==> src/rtl/core/lfade_pkg.sv <==
// Shared types and constants of the linear luma fade core.
// Used by every module under rtl/core; depends on nothing else.
package lfade_pkg;

  localparam int unsigned FRAME_W   = 24;
  localparam int unsigned PIX_W     = 8;
  localparam int unsigned Q_W       = 8;
  localparam int unsigned NUM_W     = 36;
  localparam int unsigned DIV_W     = 28;
  localparam int unsigned CFG_IDX_W = 2;

  localparam int unsigned WEIGHT_SCALE = 2550;
  localparam int unsigned WEIGHT_BIAS  = 4;
  localparam int unsigned SPAN_SCALE   = 10;
  localparam int unsigned PIX_MAX      = 255;
  localparam int unsigned ROUND_BIAS   = 102;

  typedef enum logic [CFG_IDX_W-1:0] {
    CFG_START_FRAME,
    CFG_END_FRAME,
    CFG_FADE_IN
  } cfg_idx_e;

  typedef struct packed {
    logic [FRAME_W-1:0] start_frame;
    logic [FRAME_W-1:0] end_frame;
    logic               fade_in;
  } cfg_t;

  // Payload carried through the weight divider.
  typedef struct packed {
    logic             pass;
    logic [PIX_W-1:0] pixel;
    logic [NUM_W-1:0] num;
    logic [DIV_W-1:0] den;
    logic [Q_W-1:0]   quo;
  } div_t;

endpackage

==> src/rtl/core/lfade_front.sv <==
// Front end of the fade core: range check, then numerator and divisor of the weight.
// Two register stages; depends on lfade_pkg.
module lfade_front (
  input  logic                          clk_i,
  input  logic                          rst_ni,
  input  lfade_pkg::cfg_t               cfg_i,
  input  logic                          valid_i,
  output logic                          stall_o,
  input  logic [lfade_pkg::FRAME_W-1:0] frame_number_i,
  input  logic [lfade_pkg::PIX_W-1:0]   pixel_in_i,
  input  logic                          is_chroma_i,
  output logic                          valid_o,
  input  logic                          stall_i,
  output lfade_pkg::div_t               data_o
);

  localparam int unsigned NumW   = lfade_pkg::NUM_W;
  localparam int unsigned DivW   = lfade_pkg::DIV_W;
  localparam int unsigned FrameW = lfade_pkg::FRAME_W;
  localparam int unsigned PixW   = lfade_pkg::PIX_W;

  logic              v1_q, v2_q;
  logic              ready1, ready2;
  logic              pass_d, pass_q;
  logic [FrameW-1:0] pos_d, pos_q;
  logic [FrameW-1:0] span_d, span_q;
  logic [PixW-1:0]   pix_q;
  lfade_pkg::div_t   data_d, data_q;

  assign ready2  = !v2_q || !stall_i;
  assign ready1  = !v1_q || ready2;
  assign stall_o = !ready1;

  // A luma sample inside a non-empty range is faded; everything else passes.
  always_comb begin
    pass_d = is_chroma_i
          || (frame_number_i < cfg_i.start_frame)
          || (frame_number_i > cfg_i.end_frame)
          || (cfg_i.start_frame == cfg_i.end_frame);
    pos_d  = frame_number_i - cfg_i.start_frame;
    span_d = cfg_i.end_frame - cfg_i.start_frame;
  end

  always_ff @(posedge clk_i or negedge rst_ni) begin
    if (!rst_ni) begin
      v1_q <= 1'b0;
    end else if (ready1) begin
      v1_q <= valid_i;
    end
  end

  always_ff @(posedge clk_i) begin
    if (ready1 && valid_i) begin
      pass_q <= pass_d;
      pos_q  <= pos_d;
      span_q <= span_d;
      pix_q  <= pixel_in_i;
    end
  end

  always_comb begin
    data_d.pass  = pass_q;
    data_d.pixel = pix_q;
    data_d.num   = NumW'(pos_q) * NumW'(lfade_pkg::WEIGHT_SCALE)
                 + NumW'(span_q) * NumW'(lfade_pkg::WEIGHT_BIAS);
    data_d.den   = DivW'(span_q) * DivW'(lfade_pkg::SPAN_SCALE);
    data_d.quo   = '0;
  end

  always_ff @(posedge clk_i or negedge rst_ni) begin
    if (!rst_ni) begin
      v2_q <= 1'b0;
    end else if (ready2) begin
      v2_q <= v1_q;
    end
  end

  always_ff @(posedge clk_i) begin
    if (ready2 && v1_q) begin
      data_q <= data_d;
    end
  end

  assign valid_o = v2_q;
  assign data_o  = data_q;

endmodule

==> src/rtl/core/lfade_div_step.sv <==
// One restoring step of the weight divider: decides quotient bit BIT.
// One register stage; depends on lfade_pkg.
module lfade_div_step #(
  parameter int unsigned BIT = 0
) (
  input  logic            clk_i,
  input  logic            rst_ni,
  input  logic            valid_i,
  output logic            stall_o,
  input  lfade_pkg::div_t data_i,
  output logic            valid_o,
  input  logic            stall_i,
  output lfade_pkg::div_t data_o
);

  localparam int unsigned NumW = lfade_pkg::NUM_W;
  localparam int unsigned DivW = lfade_pkg::DIV_W;

  logic            v_q;
  logic            ready;
  logic            take;
  logic [NumW-1:0] shifted;
  lfade_pkg::div_t data_d, data_q;

  assign ready   = !v_q || !stall_i;
  assign stall_o = !ready;

  always_comb begin
    shifted        = {{(NumW-DivW){1'b0}}, data_i.den} << BIT;
    take           = data_i.num >= shifted;
    data_d         = data_i;
    data_d.num     = take ? (data_i.num - shifted) : data_i.num;
    data_d.quo[BIT] = take;
  end

  always_ff @(posedge clk_i or negedge rst_ni) begin
    if (!rst_ni) begin
      v_q <= 1'b0;
    end else if (ready) begin
      v_q <= valid_i;
    end
  end

  always_ff @(posedge clk_i) begin
    if (ready && valid_i) begin
      data_q <= data_d;
    end
  end

  assign valid_o = v_q;
  assign data_o  = data_q;

  // For a faded item the partial remainder must stay below the divisor at this weight.
  a_rem_bound: assert property (@(posedge clk_i) disable iff (!rst_ni)
    valid_o && !data_o.pass |->
      data_o.num < ({{(NumW-DivW){1'b0}}, data_o.den} << BIT))
    else $error("divider remainder out of bound");

endmodule

==> src/rtl/core/lfade_scale.sv <==
// Gain stage of the fade core: gain select and multiply, division by 255, output register.
// Three register stages; depends on lfade_pkg.
module lfade_scale (
  input  logic                        clk_i,
  input  logic                        rst_ni,
  input  logic                        fade_in_i,
  input  logic                        valid_i,
  output logic                        stall_o,
  input  lfade_pkg::div_t             data_i,
  output logic                        valid_o,
  input  logic                        stall_i,
  output logic [lfade_pkg::PIX_W-1:0] pixel_o
);

  localparam int unsigned PixW  = lfade_pkg::PIX_W;
  localparam int unsigned ProdW = 2 * lfade_pkg::PIX_W;

  logic             va_q, vb_q, vc_q;
  logic             ready_a, ready_b, ready_c;
  logic [PixW-1:0]  gain;
  logic [ProdW-1:0] prod_d, prod_q;
  logic             pass_a_q, pass_b_q;
  logic [PixW-1:0]  pix_a_q, pix_b_q;
  logic [ProdW-1:0] y_d, y_q;
  logic [ProdW-1:0] est_sum;
  logic [PixW-1:0]  est_q;
  logic [ProdW-1:0] rem;
  logic [PixW-1:0]  quot;
  logic [PixW-1:0]  pixel_d, pixel_q;

  assign ready_c = !vc_q || !stall_i;
  assign ready_b = !vb_q || ready_c;
  assign ready_a = !va_q || ready_b;
  assign stall_o = !ready_a;

  always_comb begin
    gain   = fade_in_i ? data_i.quo : (PixW'(lfade_pkg::PIX_MAX) - data_i.quo);
    prod_d = ProdW'(data_i.pixel) * ProdW'(gain);
  end

  // The estimate (y + y/256) / 256 is the true quotient or one below it.
  always_comb begin
    y_d     = prod_q + ProdW'(lfade_pkg::ROUND_BIAS);
    est_sum = y_d + {{PixW{1'b0}}, y_d[ProdW-1:PixW]};
  end

  always_comb begin
    rem     = y_q - ProdW'(est_q) * ProdW'(lfade_pkg::PIX_MAX);
    quot    = (rem >= ProdW'(lfade_pkg::PIX_MAX)) ? (est_q + PixW'(1)) : est_q;
    pixel_d = pass_b_q ? pix_b_q : quot;
  end

  always_ff @(posedge clk_i or negedge rst_ni) begin
    if (!rst_ni) begin
      va_q <= 1'b0;
      vb_q <= 1'b0;
      vc_q <= 1'b0;
    end else begin
      if (ready_a) begin
        va_q <= valid_i;
      end
      if (ready_b) begin
        vb_q <= va_q;
      end
      if (ready_c) begin
        vc_q <= vb_q;
      end
    end
  end

  always_ff @(posedge clk_i) begin
    if (ready_a && valid_i) begin
      prod_q   <= prod_d;
      pass_a_q <= data_i.pass;
      pix_a_q  <= data_i.pixel;
    end
    if (ready_b && va_q) begin
      y_q      <= y_d;
      est_q    <= est_sum[ProdW-1:PixW];
      pass_b_q <= pass_a_q;
      pix_b_q  <= pix_a_q;
    end
    if (ready_c && vb_q) begin
      pixel_q  <= pixel_d;
    end
  end

  assign valid_o = vc_q;
  assign pixel_o = pixel_q;

  a_est_close: assert property (@(posedge clk_i) disable iff (!rst_ni)
    vb_q && !pass_b_q |->
      (y_q - ProdW'(est_q) * ProdW'(lfade_pkg::PIX_MAX)) < ProdW'(2 * lfade_pkg::PIX_MAX))
    else $error("quotient estimate more than one below");

endmodule

==> src/rtl/core/luma_linear_fade_core.sv <==
// Items pass the front end, the divider steps and the gain stage to the output register.
// Throughput: one item per cycle unless the output stalls; the divider takes one quotient
// bit per stage over eight stages, and every stage has its own valid bit, so bubbles close up under stall.
// Reset clears all valid bits and the configuration registers (start 0, end 0, fade-out).
// Top level of the linear luma fade; depends on lfade_pkg, lfade_front,
// lfade_div_step and lfade_scale.
module luma_linear_fade_core (
  input  logic                            clk_i,
  input  logic                            rst_ni,
  input  logic                            cfg_we_i,
  input  logic [lfade_pkg::CFG_IDX_W-1:0] cfg_idx_i,
  input  logic [lfade_pkg::FRAME_W-1:0]   cfg_data_i,
  input  logic                            in_valid_i,
  output logic                            in_stall_o,
  input  logic [lfade_pkg::FRAME_W-1:0]   frame_number_i,
  input  logic [lfade_pkg::PIX_W-1:0]     pixel_in_i,
  input  logic                            is_chroma_i,
  output logic                            out_valid_o,
  input  logic                            out_stall_i,
  output logic [lfade_pkg::PIX_W-1:0]     pixel_out_o
);

  localparam int unsigned QW = lfade_pkg::Q_W;

  lfade_pkg::cfg_t cfg_q;
  lfade_pkg::div_t chain_data [0:QW];
  logic            chain_valid [0:QW];
  logic            chain_stall [0:QW];

  always_ff @(posedge clk_i or negedge rst_ni) begin
    if (!rst_ni) begin
      cfg_q <= '0;
    end else if (cfg_we_i) begin
      unique case (cfg_idx_i)
        lfade_pkg::CFG_START_FRAME: cfg_q.start_frame <= cfg_data_i;
        lfade_pkg::CFG_END_FRAME:   cfg_q.end_frame   <= cfg_data_i;
        lfade_pkg::CFG_FADE_IN:     cfg_q.fade_in     <= cfg_data_i[0];
        default: ;
      endcase
    end
  end

  lfade_front u_front (
    .clk_i          (clk_i),
    .rst_ni         (rst_ni),
    .cfg_i          (cfg_q),
    .valid_i        (in_valid_i),
    .stall_o        (in_stall_o),
    .frame_number_i (frame_number_i),
    .pixel_in_i     (pixel_in_i),
    .is_chroma_i    (is_chroma_i),
    .valid_o        (chain_valid[0]),
    .stall_i        (chain_stall[0]),
    .data_o         (chain_data[0])
  );

  // Most significant quotient bit first.
  for (genvar g = 0; g < QW; g++) begin : g_div
    lfade_div_step #(
      .BIT (QW - 1 - g)
    ) u_step (
      .clk_i   (clk_i),
      .rst_ni  (rst_ni),
      .valid_i (chain_valid[g]),
      .stall_o (chain_stall[g]),
      .data_i  (chain_data[g]),
      .valid_o (chain_valid[g+1]),
      .stall_i (chain_stall[g+1]),
      .data_o  (chain_data[g+1])
    );
  end

  lfade_scale u_scale (
    .clk_i     (clk_i),
    .rst_ni    (rst_ni),
    .fade_in_i (cfg_q.fade_in),
    .valid_i   (chain_valid[QW]),
    .stall_o   (chain_stall[QW]),
    .data_i    (chain_data[QW]),
    .valid_o   (out_valid_o),
    .stall_i   (out_stall_i),
    .pixel_o   (pixel_out_o)
  );

  // The input can only be held off when every stage is full and the output is stalled.
  a_stall_source: assert property (@(posedge clk_i) disable iff (!rst_ni)
    in_stall_o |-> out_valid_o && out_stall_i)
    else $error("input stalled while the pipeline has room");

endmodule
==> config.mk <==
export PLATFORM = sky130hd
export DESIGN_NAME = luma_linear_fade_core
export DESIGN_NICKNAME = d
export VERILOG_FILES = /design/src/rtl/core/lfade_pkg.sv /design/src/rtl/core/lfade_front.sv /design/src/rtl/core/lfade_div_step.sv /design/src/rtl/core/lfade_scale.sv /design/src/rtl/core/luma_linear_fade_core.sv
export SDC_FILE = /design/constraint.sdc
export NUM_CORES = 2
export LEC_CHECK = 0
export BUFFER_PORTS_ARGS = -buffer_cell sky130_fd_sc_hd__buf_4
export CORE_UTILIZATION = 40
export CTS_CLUSTER_SIZE = 40
export DETAILED_ROUTE_END_ITERATION = 10
export GPL_TIMING_DRIVEN = 0
export SLEW_MARGIN = 20
export SYNTH_ARGS = -nofsm -noshare
export SYNTH_HDL_FRONTEND = slang
export SYNTH_SLANG_ARGS = --single-unit
export TNS_END_PERCENT = 20
==> constraint.sdc <==
create_clock -name clk_i -period 18.4 [get_ports clk_i]
set_clock_uncertainty 0.15 [all_clocks]
set_input_delay 3.68 -clock clk_i [delete_from_list [all_inputs] [get_ports clk_i]]
set_output_delay 3.68 -clock clk_i [all_outputs]
set_load 0.01 [all_outputs]
==> flow_metrics.py <==
metrics = {
    "final_layout": {
        "area_growth_syn_to_layout_pct": 11.7,
        "final.fill_count": 12300,
        "final-seq-area_um2": 23700,
        "multi_input_area_um2": 27000,
        "diodes": 0,
        "final_nets": 5885,
        "drive_gt1_frac": 0.0717,
        "final_cells": 6884,
    },
    "floorplanning": {
        "floorplan.initialDensity": 0.405,
        "placementRows": 133,
        "core_um2": 132000,
        "die_w_um": 368,
        "pin_count": 74,
        "die_h_um": 368,
        "fp.dieArea_um2": 135000,
    },
    "grt": {
        "grt_max_degree": 63,
        "grt_first_pass_wirelength_mm": 182,
        "antenna_found_initial": 0,
        "grt_pass1_vias": 35400,
        "grt.overflow.total": 0,
        "grt_usage": 0.169,
    },
    "clocking": {
        "clockBufferDepth": 3,
        "cts_max_level": 3,
        "numCtsBuffers": 93,
        "cts_resized": 0,
        "hold_buffers": 0,
        "clock_sinks": 798,
        "clkTransAtPathRegs_ns": 0.06,
        "cts_tree": "done",
        "cts_setup_buffers": 0,
        "root_buffer": "clkbuf_16",
        "clock_latency_ns": 0.69,
    },
    "synthesis": {
        "yosysSeqAreaShare": 0.442,
        "synth_edf_count": 736,
        "syn_nets": 5701,
        "synth.top_cell.area_share": 0.413,
        "ys_warn_count": 0,
        "syn-cell-area_um2": 53500,
        "synthCells": 4874,
        "syn_avg_cell_area_um2": 11.0,
        "postSynth.asyncResetShare": 0.0777,
        "ys_ff_latch": 798,
        "yosysTopAreaCell": "edfxtp_1",
        "synth_cell_types": 100,
        "synth_area_leaders": "edfxtp_1 (41%), ha_1 (13%), fa_1 (8.1%)",
        "synthFlopType": "edfxtp_1",
    },
    "route": {
        "routed_via_density": 5.03,
        "first_iter_violations": 1518,
        "postRouteAntennaNets": 0,
        "vias": 34600,
        "drt-total-wl_mm": 114,
        "avgRoutedWirePerCell_um": 16.6,
        "first_pass_iters": 5,
        "drc": 0,
    },
    "job": {
        "maxCapViolCount": 0,
    },
    "hold_path": {
        "hp-start": "g_div[4].u_step.data_o[76]",
        "min_path_type": "reg -> reg",
    },
    "sta": {
        "post-route-period-util": 0.521,
        "fin_setup_tns_ns": 0,
        "slew_headroom": 0.305,
        "min_period_ns": 9.58,
        "finalHoldViolCount": 0,
        "maxSlewViolCount": 0,
        "fmax_mhz": 104,
        "worstMarginPinSlew_ns": 1.04,
        "setup_viol": 0,
        "rsz0062_at_grt": "false",
    },
    "placement": {
        "place_congestion": 0.947,
        "dpl.cell_count": 6718,
        "hpwlAfterDp_mm": 93.1,
        "port_buffers": 73,
    },
    "worst_setup_path": {
        "crit_arrival_ns": 5.75,
        "rrSetupSlack_ns": 10.55,
        "cp-startpoint": "out_stall_i",
        "endpoint_kind": "output port",
        "cp.required_ns": 14.57,
        "start_kind": "input pin",
        "cp_max_fo": 5,
        "crit_type": "in -> out",
        "r2r-start": "u_front.pos_q[3]",
    },
    "run_status": {
        "outcome": "completed",
    },
}
-- kinds of logic (layout without fill, tap and decap cells) --
kind of cell / after synthesis / in the layout / share of synthesized area
AO/OA/AOI/OAI: 1055 / 1055 / 0.125
flip-flops: 798 / 798 / 0.442
XOR/XNOR: 346 / 346 / 0.0566
multiplexers: 72 / 72 / 0.0152
AND/OR/NAND/NOR: 1090 / 1090 / 0.0992
adder cells (fa/ha/maj): 763 / 763 / 0.209
buffers and inverters: 750 / 1005 / 0.0535
-- stage by stage --
step / cell area (µm²) / hold slack (ns) / setup slack [ns] / utilization
after floorplan: 53500 / 0.250 / 9.70 / -
after global placement: 56300 / 0.251 / 8.07 / 0.426
after detailed placement: 56700 / 0.255 / 8.72 / 0.429
after CTS: 59700 / 0.254 / 8.68 / 0.452
after global routing: 59700 / 0.268 / 8.55 / 0.452
final: 59700 / 0.261 / 8.82 / 0.452
-- Yosys cell counts (16+ instances only) --
| master | number |
|---|---|
| o31ai_1 | 26 |
| a31oi_1 | 17 |
| nor3_1 | 74 |
| ha_1 | 547 |
| edfxtp_1 | 736 |
| mux2_2 | 58 |
| nor4_1 | 21 |
| xnor2_1 | 226 |
| a21oi_1 | 328 |
| a21o_1 | 143 |
| o21bai_1 | 33 |
| nand3_1 | 69 |
| fa_1 | 216 |
| dfrtp_1 | 62 |
| clkbuf_1 | 42 |
| inv_1 | 686 |
| and2_1 | 60 |
| a21boi_0 | 16 |
| nand4_1 | 54 |
| xor2_1 | 120 |
| nand2_1 | 331 |
| o21a_1 | 54 |
| or3_1 | 21 |
| nor2_1 | 243 |
| and3_1 | 38 |
| a211oi_1 | 25 |
| o211ai_1 | 20 |
| o21ai_0 | 263 |
| nor2b_1 | 58 |
| nand2b_1 | 63 |
-- final timing paths --
| kind | cells after the start | endpoint |
|---|---|---|
| max | 12 | in_stall_o |
| min in group asynchronous | 1 | g_div[2].u_step.valid_o |
| max in group asynchronous | 1 | g_div[5].u_step.valid_o |
| min reg2reg | 0 | g_div[5].u_step.data_o[76] |
| max reg2reg | 29 | u_front.data_o[71] |
| min | 0 | g_div[5].u_step.data_o[76] |
-- flip-flops by register name, summed over array words and instances, names as in the netlist, 8 cells and up --
name / count
u_scale.pix_a_q: 8
u_scale.pixel_o: 8
u_scale.y_q: 16
u_scale.est_q: 8
u_scale.prod_q: 16
cfg_q: 49
u_front.span_q: 24
g_div.u_step.data_o: 542
g_div.u_step.valid_o: 8
u_front.pix_q: 8
u_scale.pix_b_q: 8
u_front.data_o: 71
u_front.pos_q: 24
-- cells in the final DEF (no fill, tap or decap), types with 21 or more instances in the layout --
cell / count
xnor2_1: 226
o21ai_0: 262
nor3_1: 74
or3_1: 21
o21a_1: 54
nand2_1: 331
mux2_2: 58
and3_1: 38
o21bai_1: 33
fa_1: 216
nor2b_1: 54
inv_1: 686
clkbuf_16: 95
ha_1: 547
and2_1: 53
dfrtp_1: 62
nor2_1: 243
nand2b_1: 63
a21oi_1: 328
o31ai_1: 26
a21o_1: 143
nand3_1: 69
buf_4: 78
a211oi_1: 25
xor2_1: 120
clkbuf_1: 57
nand4_1: 54
edfxtp_1: 736
nor4_1: 21
-- per-layer routing --
layer  part of all wire  track usage  up-vias
li1                   -            -    17600
met1               0.42        0.191    16300
met2               0.51        0.312      518
met3              0.024       0.0227      238
met4              0.048       0.0790        0
met5                  0            0        -
-- final cells by class --
type,instances,share of cell area
inverter,687,0.0432
buffer,63,0.00475
timing repair buffer,89,0.0153
clock buffer,114,0.0417
clock inverter,52,0.00984
tap,1755,0.0368
multi-input combinational,3326,0.453
sequential,798,0.396
-- worst max-delay path, cell delays in order --
cell and delay, ns:
buf_4 0.10, nand4_1 0.14, inv_1 0.10, and3_1 0.24, and2_1 0.45, and3_1 0.25
nand3_1 0.13, inv_1 0.07, and3_1 0.25, nand2_1 0.14, inv_1 0.07, buf_4 0.11
Power is not shown: default switching activity piles up to over one toggle a cycle in this logic, so the estimate is an artifact.
